### config.mk
export PLATFORM = sky130hd
export DESIGN_NAME = adaptive_vibration_detector_core_flat
export DESIGN_NICKNAME = d
export VERILOG_FILES = /design/src/hdl/avd_pkg.sv /design/src/hdl/avd_if.sv /design/src/hdl/adaptive_vibration_detector_core.sv /design/src/flat_wrapper.sv
export SDC_FILE = /design/constraint.sdc
export NUM_CORES = 1
export LEC_CHECK = 0
export BUFFER_PORTS_ARGS = -buffer_cell sky130_fd_sc_hd__buf_2
export CORE_MARGIN = 4
export CORE_UTILIZATION = 35
export CTS_CLUSTER_DIAMETER = 30
export CTS_CLUSTER_SIZE = 12
export DETAILED_ROUTE_END_ITERATION = 16
export GPL_TIMING_DRIVEN = 0
export HOLD_SLACK_MARGIN = 0.03
export PLACE_DENSITY = 0.62
export SYNTH_ARGS = -nofsm -noshare
export SYNTH_HDL_FRONTEND = slang
export SYNTH_SLANG_ARGS = --single-unit
### constraint.sdc
create_clock -name clk -period 16.3 [get_ports clk]
set_clock_uncertainty 0.15 [all_clocks]
set_input_delay 3.26 -clock clk [delete_from_list [all_inputs] [get_ports clk]]
set_output_delay 3.26 -clock clk [all_outputs]
set_load 0.005 [all_outputs]
### src/hdl/avd_pkg.sv
// Shared constants and helpers for the adaptive vibration detector.
// No dependencies; every other file in hdl/ imports this package.
`timescale 1ns / 1ps

package avd_pkg;

    localparam int SAMPLE_W  = 10;
    localparam int ACC_W     = 16;
    localparam int LEVEL_W   = 12;
    localparam int PAD_W     = 8;
    localparam int HOLD_W    = 16;
    localparam int CFG_IDX_W = 1;
    localparam int CFG_DATA_W = 16;
    localparam int SHIFT     = 4;

    localparam logic [ACC_W-1:0] DECAY_OFFSET   = 16'd8;
    localparam logic [ACC_W-1:0] BASELINE_RESET = 16'd8176;
    localparam logic [ACC_W-1:0] UPPER_RESET    = 16'd8320;
    localparam logic [ACC_W-1:0] LOWER_RESET    = 16'd8000;
    localparam logic [PAD_W-1:0] PAD_RESET      = 8'd16;
    localparam logic [HOLD_W-1:0] HOLD_RESET    = 16'd200;

    // Configuration register indexes
    localparam logic [CFG_IDX_W-1:0] CFG_NOISE_PADDING = 1'b0;
    localparam logic [CFG_IDX_W-1:0] CFG_HOLD_TICKS    = 1'b1;

    // One EWMA step, weight 1/16, accumulator kept 16x scaled, wraps mod 2^16
    function automatic logic [ACC_W-1:0] ewma_step(
        input logic [ACC_W-1:0]    acc,
        input logic [SAMPLE_W-1:0] s
    );
        logic [ACC_W-1:0] decay;
        decay = (acc - DECAY_OFFSET) >> SHIFT;
        return ACC_W'(s) + acc - decay;
    endfunction

endpackage

### src/hdl/avd_if.sv
// Valid/ready channel interfaces for the sample and result streams.
// Depends on avd_pkg for field widths.
`timescale 1ns / 1ps

interface avd_sample_if;
    import avd_pkg::*;

    logic                valid;
    logic                ready;
    logic [SAMPLE_W-1:0] sample;

    modport source (output valid, output sample, input ready);
    modport sink   (input valid, input sample, output ready);
endinterface

interface avd_result_if;
    import avd_pkg::*;

    logic               valid;
    logic               ready;
    logic               below_hit;
    logic               above_hit;
    logic               switch_on;
    logic [LEVEL_W-1:0] baseline_level;
    logic [LEVEL_W-1:0] low_envelope;
    logic [LEVEL_W-1:0] high_envelope;

    modport source (output valid, output below_hit, output above_hit, output switch_on,
                    output baseline_level, output low_envelope, output high_envelope,
                    input ready);
    modport sink   (input valid, input below_hit, input above_hit, input switch_on,
                    input baseline_level, input low_envelope, input high_envelope,
                    output ready);
endinterface

### src/hdl/adaptive_vibration_detector_core.sv
// Adaptive vibration detector: EWMA baseline, noise envelopes, hold timer.
// Depends on avd_pkg and the channel interfaces in avd_if.sv.
`timescale 1ns / 1ps

// Usage
//   samples : valid/ready sink, one 10-bit converter reading per transfer.
//   results : valid/ready source, one result per sample, in order: the
//             below/above flags, the held switch and the three levels
//             (accumulators >> 4) after the update.
//   cfg_*   : write-only port. cfg_index 0 = noise_padding (8 bits),
//             1 = hold_ticks (16 bits); written on any edge with cfg_we
//             high. Write only while no sample is in flight.
// Timing
//   Two stages: an input register, then the detector logic feeding the
//   result register. A sample moves from the input register into the
//   result register once the result register is free; one sample per
//   cycle is sustained while results.ready stays high, set by the single
//   pass through the accumulator update and threshold compare.
// Reset (rst_n low, async)
//   Accumulators return to baseline 8176, upper 8320, lower 8000; the
//   hold timer clears and the switch goes off; registers go to 16/200.
// Backpressure
//   While a result waits with results.ready low the result register holds;
//   an empty input register still takes one more sample, then samples.ready drops.

module adaptive_vibration_detector_core (
    input  logic                             clk,
    input  logic                             rst_n,
    avd_sample_if.sink                       samples,
    avd_result_if.source                     results,
    input  logic                             cfg_we,
    input  logic [avd_pkg::CFG_IDX_W-1:0]    cfg_index,
    input  logic [avd_pkg::CFG_DATA_W-1:0]   cfg_data
);
    import avd_pkg::*;

    // Configuration registers
    logic [PAD_W-1:0]  noise_padding_reg;
    logic [HOLD_W-1:0] hold_ticks_reg;

    // Input stage
    logic                s1_valid_reg;
    logic [SAMPLE_W-1:0] s1_sample_reg;

    // Detector state
    logic [ACC_W-1:0]  baseline_reg, baseline_next;
    logic [ACC_W-1:0]  upper_reg, upper_next;
    logic [ACC_W-1:0]  lower_reg, lower_next;
    logic [HOLD_W-1:0] hold_reg, hold_next;
    logic              switch_reg, switch_next;

    // Result stage
    logic               out_valid_reg;
    logic               below_reg, below_next;
    logic               above_reg, above_next;

    logic               advance;
    logic               fire;
    logic [ACC_W-1:0]   mid;
    logic [ACC_W-1:0]   thr;
    logic [ACC_W-1:0]   lo_lim;
    logic [ACC_W-1:0]   hi_lim;
    logic [ACC_W-1:0]   s_ext;

    // Result register frees up when empty or being drained this cycle
    assign advance       = !out_valid_reg || results.ready;
    assign fire          = s1_valid_reg && advance;
    assign samples.ready = !s1_valid_reg || advance;

    always_ff @(posedge clk or negedge rst_n)
    begin
        if (!rst_n)
        begin
            noise_padding_reg <= PAD_RESET;
            hold_ticks_reg    <= HOLD_RESET;
        end
        else if (cfg_we)
        begin
            case (cfg_index)
                CFG_NOISE_PADDING: noise_padding_reg <= cfg_data[PAD_W-1:0];
                CFG_HOLD_TICKS:    hold_ticks_reg    <= cfg_data[HOLD_W-1:0];
                default:           ;
            endcase
        end
    end

    // Input register
    always_ff @(posedge clk or negedge rst_n)
    begin
        if (!rst_n)
        begin
            s1_valid_reg <= 1'b0;
        end
        else if (samples.ready)
        begin
            s1_valid_reg <= samples.valid;
        end
    end

    always_ff @(posedge clk)
    begin
        if (samples.valid && samples.ready)
        begin
            s1_sample_reg <= samples.sample;
        end
    end

    // Detector pass: baseline first, then envelopes against the new midpoint
    always_comb
    begin
        s_ext         = ACC_W'(s1_sample_reg);
        baseline_next = ewma_step(baseline_reg, s1_sample_reg);
        mid           = baseline_next >> SHIFT;
        upper_next    = (s_ext > mid) ? ewma_step(upper_reg, s1_sample_reg) : upper_reg;
        lower_next    = (s_ext < mid) ? ewma_step(lower_reg, s1_sample_reg) : lower_reg;

        // Wrapping 16-bit threshold and limits, no saturation
        thr    = upper_next - lower_next + ACC_W'(noise_padding_reg);
        lo_lim = (baseline_next - thr) >> SHIFT;
        hi_lim = (baseline_next + thr) >> SHIFT;

        // Below test has priority when both limits are crossed
        below_next = (s_ext < lo_lim);
        above_next = !below_next && (s_ext > hi_lim);

        hold_next   = hold_reg;
        switch_next = switch_reg;
        if (below_next || above_next)
        begin
            switch_next = 1'b1;
            hold_next   = hold_ticks_reg;
        end
        else if (hold_reg != '0)
        begin
            hold_next = hold_reg - HOLD_W'(1);
        end
        else
        begin
            switch_next = 1'b0;
        end
    end

    // State updates only on fire; result valid updates whenever advance is high
    always_ff @(posedge clk or negedge rst_n)
    begin
        if (!rst_n)
        begin
            baseline_reg  <= BASELINE_RESET;
            upper_reg     <= UPPER_RESET;
            lower_reg     <= LOWER_RESET;
            hold_reg      <= '0;
            switch_reg    <= 1'b0;
            out_valid_reg <= 1'b0;
        end
        else
        begin
            if (fire)
            begin
                baseline_reg <= baseline_next;
                upper_reg    <= upper_next;
                lower_reg    <= lower_next;
                hold_reg     <= hold_next;
                switch_reg   <= switch_next;
            end
            if (advance)
            begin
                out_valid_reg <= s1_valid_reg;
            end
        end
    end

    always_ff @(posedge clk)
    begin
        if (fire)
        begin
            below_reg <= below_next;
            above_reg <= above_next;
        end
    end

    // Levels and switch come straight off the state registers, which only
    // change together with the result register
    assign results.valid          = out_valid_reg;
    assign results.below_hit      = below_reg;
    assign results.above_hit      = above_reg;
    assign results.switch_on      = switch_reg;
    assign results.baseline_level = baseline_reg[ACC_W-1:SHIFT];
    assign results.low_envelope   = lower_reg[ACC_W-1:SHIFT];
    assign results.high_envelope  = upper_reg[ACC_W-1:SHIFT];

endmodule

### src/flat_wrapper.sv
// flat-port wrapper written by rule: the top's interface ports become plain ports
module adaptive_vibration_detector_core_flat import avd_pkg::*;
  (clk, rst_n, cfg_we, cfg_index, cfg_data, samples_valid, samples_sample, samples_ready, results_valid, results_below_hit, results_above_hit, results_switch_on, results_baseline_level, results_low_envelope, results_high_envelope, results_ready);
  avd_sample_if samples_i ();
  avd_result_if results_i ();
  input  logic clk;
  input  logic rst_n;
  input  logic cfg_we;
  input  logic [avd_pkg::CFG_IDX_W-1:0] cfg_index;
  input  logic [avd_pkg::CFG_DATA_W-1:0] cfg_data;
  input wire logic [$bits(samples_i.valid)-1:0] samples_valid;
  input wire logic [$bits(samples_i.sample)-1:0] samples_sample;
  output wire logic [$bits(samples_i.ready)-1:0] samples_ready;
  output wire logic [$bits(results_i.valid)-1:0] results_valid;
  output wire logic [$bits(results_i.below_hit)-1:0] results_below_hit;
  output wire logic [$bits(results_i.above_hit)-1:0] results_above_hit;
  output wire logic [$bits(results_i.switch_on)-1:0] results_switch_on;
  output wire logic [$bits(results_i.baseline_level)-1:0] results_baseline_level;
  output wire logic [$bits(results_i.low_envelope)-1:0] results_low_envelope;
  output wire logic [$bits(results_i.high_envelope)-1:0] results_high_envelope;
  input wire logic [$bits(results_i.ready)-1:0] results_ready;
  assign samples_i.valid = samples_valid;
  assign samples_i.sample = samples_sample;
  assign samples_ready = samples_i.ready;
  assign results_valid = results_i.valid;
  assign results_below_hit = results_i.below_hit;
  assign results_above_hit = results_i.above_hit;
  assign results_switch_on = results_i.switch_on;
  assign results_baseline_level = results_i.baseline_level;
  assign results_low_envelope = results_i.low_envelope;
  assign results_high_envelope = results_i.high_envelope;
  assign results_i.ready = results_ready;
  adaptive_vibration_detector_core u_core (.clk(clk), .rst_n(rst_n), .samples(samples_i), .results(results_i), .cfg_we(cfg_we), .cfg_index(cfg_index), .cfg_data(cfg_data));
endmodule
==> results of run 1 <==
[placed cells by master (no fill, tap or decap), types with 12 or more instances in the layout]
cell type    n
nor3_1      38
xnor2_1     85
edfxtp_1    12
nand2b_1    21
nand2_1    132
dfstp_2     21
nor2_1      62
fa_1        38
xor2_1      30
buf_2       75
ha_1       140
o21ai_0     82
buf_4       39
dfrtp_1     70
and3_1      16
a21o_1      23
nand3_1     21
o21bai_1    18
mux2_2      34
clkbuf_1    20
inv_1       91
a21oi_1     66
[worst paths after layout]
| path | startpoint | end | slack [ns] | cells after the start |
|---|---|---|---|---|
| max | u_core.baseline_reg[4]$_DFFE_PN1P_ | u_core.hold_reg[2]$_DFFE_PN0P_ | 3.63 | 54 |
| min | u_core.results.switch_on$_DFFE_PN0P_ | u_core.results.switch_on$_DFFE_PN0P_ | 0.35 | 1 |
| max reg2reg | u_core.baseline_reg[4]$_DFFE_PN1P_ | u_core.hold_reg[2]$_DFFE_PN0P_ | 3.63 | 54 |
| min reg2reg | u_core.results.switch_on$_DFFE_PN0P_ | u_core.results.switch_on$_DFFE_PN0P_ | 0.35 | 1 |
| max in group asynchronous | rst_n | u_core.lower_reg[6]$_DFFE_PN1P_ | 12.62 | 2 |
| min in group asynchronous | rst_n | u_core.hold_ticks_reg[10]$_DFFE_PN0P_ | 2.67 | 1 |
[worst reg2reg max path: cells and delay by family (launching register included)]
family | cells | cell delay [ns]
simple gates | 13 | 2.48
flops | 1 | 0.59
fa+ha+maj | 8 | 2.85
xor+xnor | 4 | 0.80
buf+inv | 5 | 1.36
compound gates | 23 | 4.10
mux | 1 | 0.26
[cells by family after synthesis]
kind of cell | count (synthesis)
and+or+nand+nor | 373
AOI/OAI and AO/OA | 267
muxes | 43
xor gates and xnor gates | 117
adders and majority gates | 178
DFF | 103
buffers and inverters | 155
[Yosys cell counts (10+ instances only)]
master and n:
a211o_1 10, a21o_1 23, a21oi_1 66, and3_1 16
buf_4 38, clkbuf_1 20, dfrtp_1 70, dfstp_2 21
edfxtp_1 12, fa_1 38, ha_1 140, inv_1 91
mux2_2 34, nand2_1 132, nand2b_1 21, nand3_1 21
nor2_1 62, nor3_1 38, nor4_1 11, o21ai_0 82
o21bai_1 18, or3_1 11, xnor2_1 85, xor2_1 30
[area by class of cell]
cell class	instances	area [um2]	share of cell area, %
inverter	91	342	2.80
buffer	64	395	3.24
clock buffer	9	225	1.84
multi-input combinational	978	7590	62.2
sequential	103	2660	21.8
clock inverter	7	106	0.871
timing repair buffer	73	390	3.20
tap	396	495	4.06
[per-layer routing]
metal / routed length, um / part of all wire [%] / GRT usage, %
met3: 1280 / 4.3 / 2.83
met4: 687 / 2.3 / 4.79
met2: 13400 / 45 / 28.1
met1: 14100 / 48 / 24.5
met5: 0 / 0 / 0
[per-stage QoR]
stage	worst slack (ns)	hold slack (ns)	area, um2	cells	util, %
after floorplan	5.50	0.302	11000	1236	-
after global placement	3.91	0.313	11900	1704	38.4
after detailed placement	3.76	0.318	11900	1705	38.5
after CTS	3.69	0.347	12200	1721	39.6
after global routing	2.87	0.376	12200	1721	39.6
final	3.63	0.346	12200	1721	39.6
==> flow_metrics.tcl, run 1 <==
set metrics [dict create \
    relSlewSlack_pct 37.7 \
    hold_violations 0 \
    dr.pass1.iters 5 \
    max-cap-violations 0 \
    ys_seq_elements 103 \
    synth-async-reset-ratio_pct 88.3 \
    detail_route.wl_per_cell_um 17.1 \
    coreArea_mm2 0.0308 \
    yosysTopAreaCellShare_pct 15.9 \
    antenna_found_initial 0 \
    grt_start_max_net_pins 63 \
    cts_resized 0 \
    vias 9089 \
    synth_compound_area_share_pct 15.7 \
    drive_above_1_share_pct 15.7 \
    die-height_um 185 \
    dp_hpwl_mm 23.3 \
    grt-ovfl-total 0 \
    synthCells 1236 \
    yosys.cell_types.count 73 \
    syn_area_per_cell_um2 8.90 \
    period_minus_slack_ns 12.67 \
    yosysTopAreaCell "dfrtp_1" \
    synth_edf_count 12 \
    place_congestion 0.927 \
    fillers 3117 \
    grt_pass1_vias 8934 \
    grtUsageTotal_pct 17.5 \
    setup_viol 0 \
    wl_mm 29.4 \
    io_buffers 72 \
    yosys_warnings 0 \
    die-area_mm2 0.0343 \
    synthSimpleGateAreaFrac_pct 16.7 \
    crit_arrival_ns 12.78 \
    synthAdderAreaFrac_pct 22.8 \
    rsz0062_at_grt "false" \
    drtIter0Drc 512 \
    layout.nets 1530 \
    final_antenna_net_count 0 \
    grt_first_pass_wirelength_mm 47.5 \
    antenna-diode-count 0 \
    synth_top_family_by_area "adder cells" \
    synth.mux.area_fraction_pct 4.35 \
    cp_slowest_cell "dfstp_2" \
    htreeDepth 3 \
    endpoint_kind "flop" \
    critPathKind "reg2reg" \
    syn_nets 1446 \
    path_buf_inv 5 \
    cpPeakStageDelay_ns 0.59 \
    drt-vias-per-instance 5.28 \
    tightest_slew_ns 0.926 \
    holdCritPathClass "reg2reg" \
    outcome "complete, no violations" \
    drv_slew 0 \
    drc 0 \
    rows 64 \
    netlist_top_cells_area "dfrtp_1 16%, ha_1 16%, fa_1 6.9%" \
    cts-root-buf "clkbuf_16" \
    clk_pin_slew_worst_paths_ns 0.08 \
    seq_area_frac_synth_pct 24.2 \
    cts_tree "built" \
    crit_family "compound AO/OA/AOI/OAI gates" \
    postCtsSetupBuffers 0 \
    setup_tns_ns 0 \
    areaGrowthSynthToFinish_pct 11.1 \
    hold_buffers 0 \
    cts_buffers 9 \
    die_w_um 185 \
    synthFlopType "dfrtp_1" \
    io_pins 73 \
    start_util_pct 35.7 \
    max_freq_mhz 78.9 \
    netlist_area_mm2 0.0110 \
    synth_xor_xnor_area_share_pct 9.46 \
    clk_latency_ns 0.36 \
    cts_num_sinks 103 \
    path_max_fanout 10 \
    startpoint_type "flop" \
    finalCritPeriodShare_pct 77.7 \
    clockBufferDepth 2 \
    required_ns 16.40 \
]
Power of run 1 is left out: the tool's default activity adds up to more than one toggle a clock period on the data nets, which glitch-free logic cannot reach.
==> run 2: changes to the inputs <==
PLACE_DENSITY = 0.64   (was 0.62)
clock period = 10.4 ns   (was 16.3 ns; I/O delays follow)
==> run 2 against run 1 <==
The run now ends with negative setup slack left. Sequential share of layout area shrank 2.0 points. Non-clock buffer count grew 72. Die area unchanged. Count of clock-buffer cells in the layout is 2 higher. Worst setup slack lost 4.2 ns. Critical endpoint is now u_core.hold_reg[4]$_DFFE_PN0P_. Largest cell class unchanged. Highest routed layer unchanged.
==> flow_metrics.tcl, run 2 (synthesis gave the netlist of run 1 again) <==
set metrics [dict create \
    hold_end "u_core.results.switch_on$_DFFE_PN0P_" \
    r2r_start "u_core.baseline_reg[4]$_DFFE_PN1P_" \
    holdCritPathClass "reg2reg" \
    path_max_fanout 5 \
    ff2ff_setup_slack_ns -0.62 \
    tightest_slew_ns 0.962 \
    start_util_pct 35.7 \
    grtUsageTotal_pct 18.2 \
    cts_tree "built" \
    clockBufferDepth 2 \
    drive_above_1_share_pct 26.6 \
    rows 64 \
    clk_latency_ns 0.37 \
    regArea_mm2 0.00267 \
    cts-root-buf "clkbuf_16" \
    final_common_cell "nand2_1" \
    io_pins 73 \
    drc 0 \
    layout.nets 1602 \
    coreArea_mm2 0.0308 \
    setup_viol 19 \
    detail_route.wl_per_cell_um 17.5 \
    io_buffers 72 \
    place_congestion 0.886 \
    violations "negative setup slack" \
    drt-vias-per-instance 5.32 \
    cpPeakStageDelay_ns 0.61 \
    areaGrowthSynthToFinish_pct 22.1 \
    outcome "finished, violations left" \
    grt_start_max_net_pins 60 \
    cts_buffers 9 \
    die-height_um 185 \
    required_ns 10.50 \
    cp_common_cell "a21oi_2" \
    antenna_found_initial 0 \
    hold_violations 0 \
    fin_area_mm2 0.0134 \
    multi_input_area_mm2 0.00816 \
    wl_mm 31.4 \
    dp_hpwl_mm 23.2 \
    grt_pass1_vias 9395 \
    drtIter0Drc 378 \
    placed_area_mm2 0.0120 \
    final_antenna_net_count 0 \
    vias 9538 \
    worstHoldPathCells 1 \
    crit_arrival_ns 11.11 \
    fin_ws_ns -0.616 \
    dr.pass1.iters 5 \
    layout_common_cells "131 x nand2_1, 124 x ha_1, 98 x buf_4" \
    die-area_mm2 0.0343 \
    antenna-diode-count 0 \
    cts_num_sinks 103 \
    period_minus_slack_ns 11.02 \
    max-cap-violations 0 \
    finalCritPeriodShare_pct 106 \
    max_freq_mhz 90.8 \
    final_util_pct 43.5 \
    htreeDepth 3 \
    critPathKind "reg2reg" \
    drv_slew 0 \
    reg2reg_to "u_core.hold_reg[4]$_DFFE_PN0P_" \
    grt_first_pass_wirelength_mm 49.6 \
    die_w_um 185 \
    rsz0062_at_grt "true" \
    clk_pin_slew_worst_paths_ns 0.08 \
    endpoint_kind "flop" \
    startpoint_type "flop" \
    min-delay-start "u_core.results.switch_on$_DFFE_PN0P_" \
    relSlewSlack_pct 35.2 \
    setup_tns_ns -9.62 \
    fillers 2985 \
    grt-ovfl-total 0 \
    cp_slowest_cell "fa_2" \
    r2r_cells 54 \
]
run 2: changes by cell type in the layout (fill, tap and decap cells not counted), moves of 8 or more:
cell,previous run,this run
buf_4,39,98
ha_1,140,124
buf_6,1,15
a21oi_1,66,54
a21oi_2,0,12
ha_4,0,12
o21ai_0,82,73
o21ai_2,0,8
run 2: per-stage QoR:
| step | cells | hold WS, ns | worst slack [ns] |
|---|---|---|---|
| 3_3_place_gp | 1704 | 0.312 | -1.43 |
| 4_1_cts | 1773 | 0.333 | -0.551 |
| 3_5_place_dp | 1705 | 0.313 | -1.49 |
| 6_report | 1793 | 0.336 | -0.616 |
| 5_1_grt | 1793 | 0.344 | -1.04 |
| 2_1_floorplan | 1236 | 0.302 | 0.0427 |
run 2: repair_timing:
| item | CTS | global route |
|---|---|---|
| gates resized for setup | 57 | 73 |
| buffers inserted | 51 | 21 |
| endpoints found under the setup margin | 19 | 19 |
| gates cloned | 1 | 0 |
| hold buffers | 0 | 0 |
| pin swaps | 46 | 52 |
run 2: critical path: cells and delay by family (launching register included):
family,cells,cell delay (ns)
compound gates,21,3.29
fa+ha+maj,8,2.72
simple gates,13,2.04
xor+xnor,4,0.76
mux,2,0.70
buf+inv,6,0.67
flops,1,0.55
run 2: worst max-delay path by stage:
stage | from | end | slack (ns) | cells after the start
after floorplan | u_core.baseline_reg[4]$_DFFE_PN1P_ | u_core.hold_reg[10]$_DFFE_PN0P_ | 0.04 | 53
after global placement | u_core.baseline_reg[7]$_DFFE_PN1P_ | u_core.hold_reg[2]$_DFFE_PN0P_ | -1.43 | 51
after detailed placement | u_core.baseline_reg[7]$_DFFE_PN1P_ | u_core.hold_reg[2]$_DFFE_PN0P_ | -1.49 | 51
after CTS | u_core.baseline_reg[4]$_DFFE_PN1P_ | u_core.hold_reg[4]$_DFFE_PN0P_ | -0.55 | 53
after global routing | u_core.baseline_reg[4]$_DFFE_PN1P_ | u_core.hold_reg[13]$_DFFE_PN0P_ | -1.04 | 54
final | u_core.baseline_reg[4]$_DFFE_PN1P_ | u_core.hold_reg[4]$_DFFE_PN0P_ | -0.62 | 54
run 2: final cells by class:
type	count	area share, %
Timing Repair Buffer	146	7.45
Multi-Input combinational cell	978	60.8
Clock inverter	5	0.419
Tap cell	396	3.69
Sequential cell	103	19.9
Buffer	63	3.34
Clock buffer	11	1.89
Inverter	91	2.54
run 2: per-layer routing:
metal  track usage, %  up-vias  wire, um
met5                0        -         0
met4             4.37        0       697
met3             2.87       42      1390
met2             30.3      215     14700
met1             24.9     4661     14600
li1                 -     4620         -
Power of run 2 is left out for the same reason.
==> run 3: changes to the inputs <==
BUFFER_PORTS_ARGS = -buffer_cell sky130_fd_sc_hd__buf_4   (was -buffer_cell sky130_fd_sc_hd__buf_2)
==> run 3 against run 2 <==
The run still ends with negative setup slack left. Core utilization decreased by 0.11 points. Global-route usage about the same. Critical path type unchanged. Final area decreased by 0.25%. Worst setup slack improved by 0.0032 ns. Highest routed layer unchanged. First-iteration DRC count increased by 39%. Worst hold slack improved by 0.014 ns. Sequential share of layout area increased by 0.050 points. Die area unchanged. Maximum frequency about the same. Count of clock-buffer cells in the layout decreased by 2.
==> flow_metrics.tcl, run 3 (synthesis gave the netlist of run 1 again) <==
set metrics [dict create \
    holdCritPathClass "reg2reg" \
    critPathKind "reg2reg" \
    tightest_slew_ns 1.20 \
    path_buf_inv 5 \
    start_util_pct 35.7 \
    coreArea_mm2 0.0308 \
    drv_slew 0 \
    wl_met3_mm 1.46 \
    place_inst 1704 \
    rsz0062_at_grt "true" \
    outcome "finished, violations left" \
    final_antenna_net_count 0 \
    cp_common_cell "a21oi_2" \
    cpPeakStageDelay_ns 0.61 \
    vias 9449 \
    clk_latency_ns 0.38 \
    layout.nets 1584 \
    grt-ovfl-total 0 \
    dr.pass1.iters 5 \
    grt_first_pass_wirelength_mm 49.3 \
    io_pins 73 \
    htreeDepth 3 \
    layout_common_cells "161 x buf_4, 132 x nand2_1, 128 x ha_1" \
    cts_tree "built" \
    cts_num_sinks 103 \
    clk_pin_slew_worst_paths_ns 0.08 \
    detail_route.wl_per_cell_um 17.5 \
    violations "negative setup slack" \
    fillers 2945 \
    drc 0 \
    drive_above_1_share_pct 24.4 \
    endpoint_kind "flop" \
    place_congestion 0.917 \
    clockBufferDepth 2 \
    die_w_um 185 \
    finalCritPeriodShare_pct 106 \
    hold_buffers 0 \
    crit_family "compound AO/OA/AOI/OAI gates" \
    startpoint_type "flop" \
    fin_ws_ns -0.613 \
    crit_arrival_ns 11.12 \
    die-height_um 185 \
    hold_violations 0 \
    max_freq_mhz 90.8 \
    setup_viol 17 \
    drtIter0Drc 524 \
    dp_hpwl_mm 23.3 \
    final_common_cell "buf_4" \
    pre_cts_ws_ns -1.59 \
    cp_slowest_cell "fa_2" \
    grtUsageTotal_pct 18.2 \
    required_ns 10.50 \
    drt-vias-per-instance 5.32 \
    relSlewSlack_pct 19.7 \
    final_cells 1776 \
    cts_buffers 9 \
    met2WireLength_mm 14.5 \
    areaGrowthSynthToFinish_pct 21.8 \
    io_buffers 72 \
    wl_met1_mm 14.5 \
    path_max_fanout 7 \
    grt_start_max_net_pins 92 \
    grt_pass1_vias 9389 \
    die-area_mm2 0.0343 \
    routed.top_layer "met4" \
    rows 64 \
    hold_ws_ns 0.349 \
    period_minus_slack_ns 11.01 \
    wl_mm 31.2 \
    cts-root-buf "clkbuf_16" \
    max-cap-violations 0 \
    antenna_found_initial 0 \
]
run 3: worst reg2reg max path, delay by kind of cell, from the launching register on:
| kind | cells | cell delay [ns] |
|---|---|---|
| flops | 1 | 0.56 |
| xor+xnor | 4 | 0.71 |
| buf+inv | 5 | 0.55 |
| mux | 2 | 0.68 |
| fa+ha+maj | 8 | 2.73 |
| compound gates | 22 | 3.48 |
| simple gates | 12 | 2.03 |
run 3: layout make-up:
cell class	count	area [um2]	share of cell area, %
Buffer	63	417	3.11
Timing Repair Buffer	128	1000	7.48
Clock inverter	7	114	0.850
Antenna cell	1	2.50	0.0187
Clock buffer	9	225	1.68
Inverter	91	342	2.55
Tap cell	396	495	3.70
Multi-Input combinational cell	978	8130	60.7
Sequential cell	103	2670	19.9
run 3: what timing repair did:
action | CTS | global route
resized for setup | 54 | 52
hold endpoints to repair | 0 | 0
setup endpoints to repair | 19 | 19
cloned | 1 | 1
pin swaps | 26 | 43
buffers inserted | 38 | 16
run 3: layer usage:
metal,global-route usage (%),up-vias
met5,0,-
met4,5.43,0
met3,3.18,42
met2,29.9,229
met1,24.7,4593
li1,-,4585
run 3: worst paths after layout:
check	start	endpoint	slack, ns	cells past startpoint
max	u_core.baseline_reg[4]$_DFFE_PN1P_	u_core.hold_reg[5]$_DFFE_PN0P_	-0.61	53
min	u_core.results.switch_on$_DFFE_PN0P_	u_core.results.switch_on$_DFFE_PN0P_	0.35	1
max reg2reg	u_core.baseline_reg[4]$_DFFE_PN1P_	u_core.hold_reg[5]$_DFFE_PN0P_	-0.61	53
min reg2reg	u_core.results.switch_on$_DFFE_PN0P_	u_core.results.switch_on$_DFFE_PN0P_	0.35	1
max in group asynchronous	rst_n	u_core.baseline_reg[3]$_DFFE_PN0P_	7.44	1
min in group asynchronous	rst_n	u_core.hold_ticks_reg[8]$_DFFE_PN0P_	1.79	1
run 3: through the flow:
stage | cell area, um2 | setup TNS [ns] | util, %
2_1_floorplan | 11100 | 0 | -
3_3_place_gp | 12100 | -24.44 | 39.3
3_5_place_dp | 12100 | -27.55 | 39.3
4_1_cts | 13000 | -9.07 | 42.1
5_1_grt | 13400 | -17.29 | 43.4
6_report | 13400 | -9.47 | 43.4
Power of run 3 is left out for the same reason.
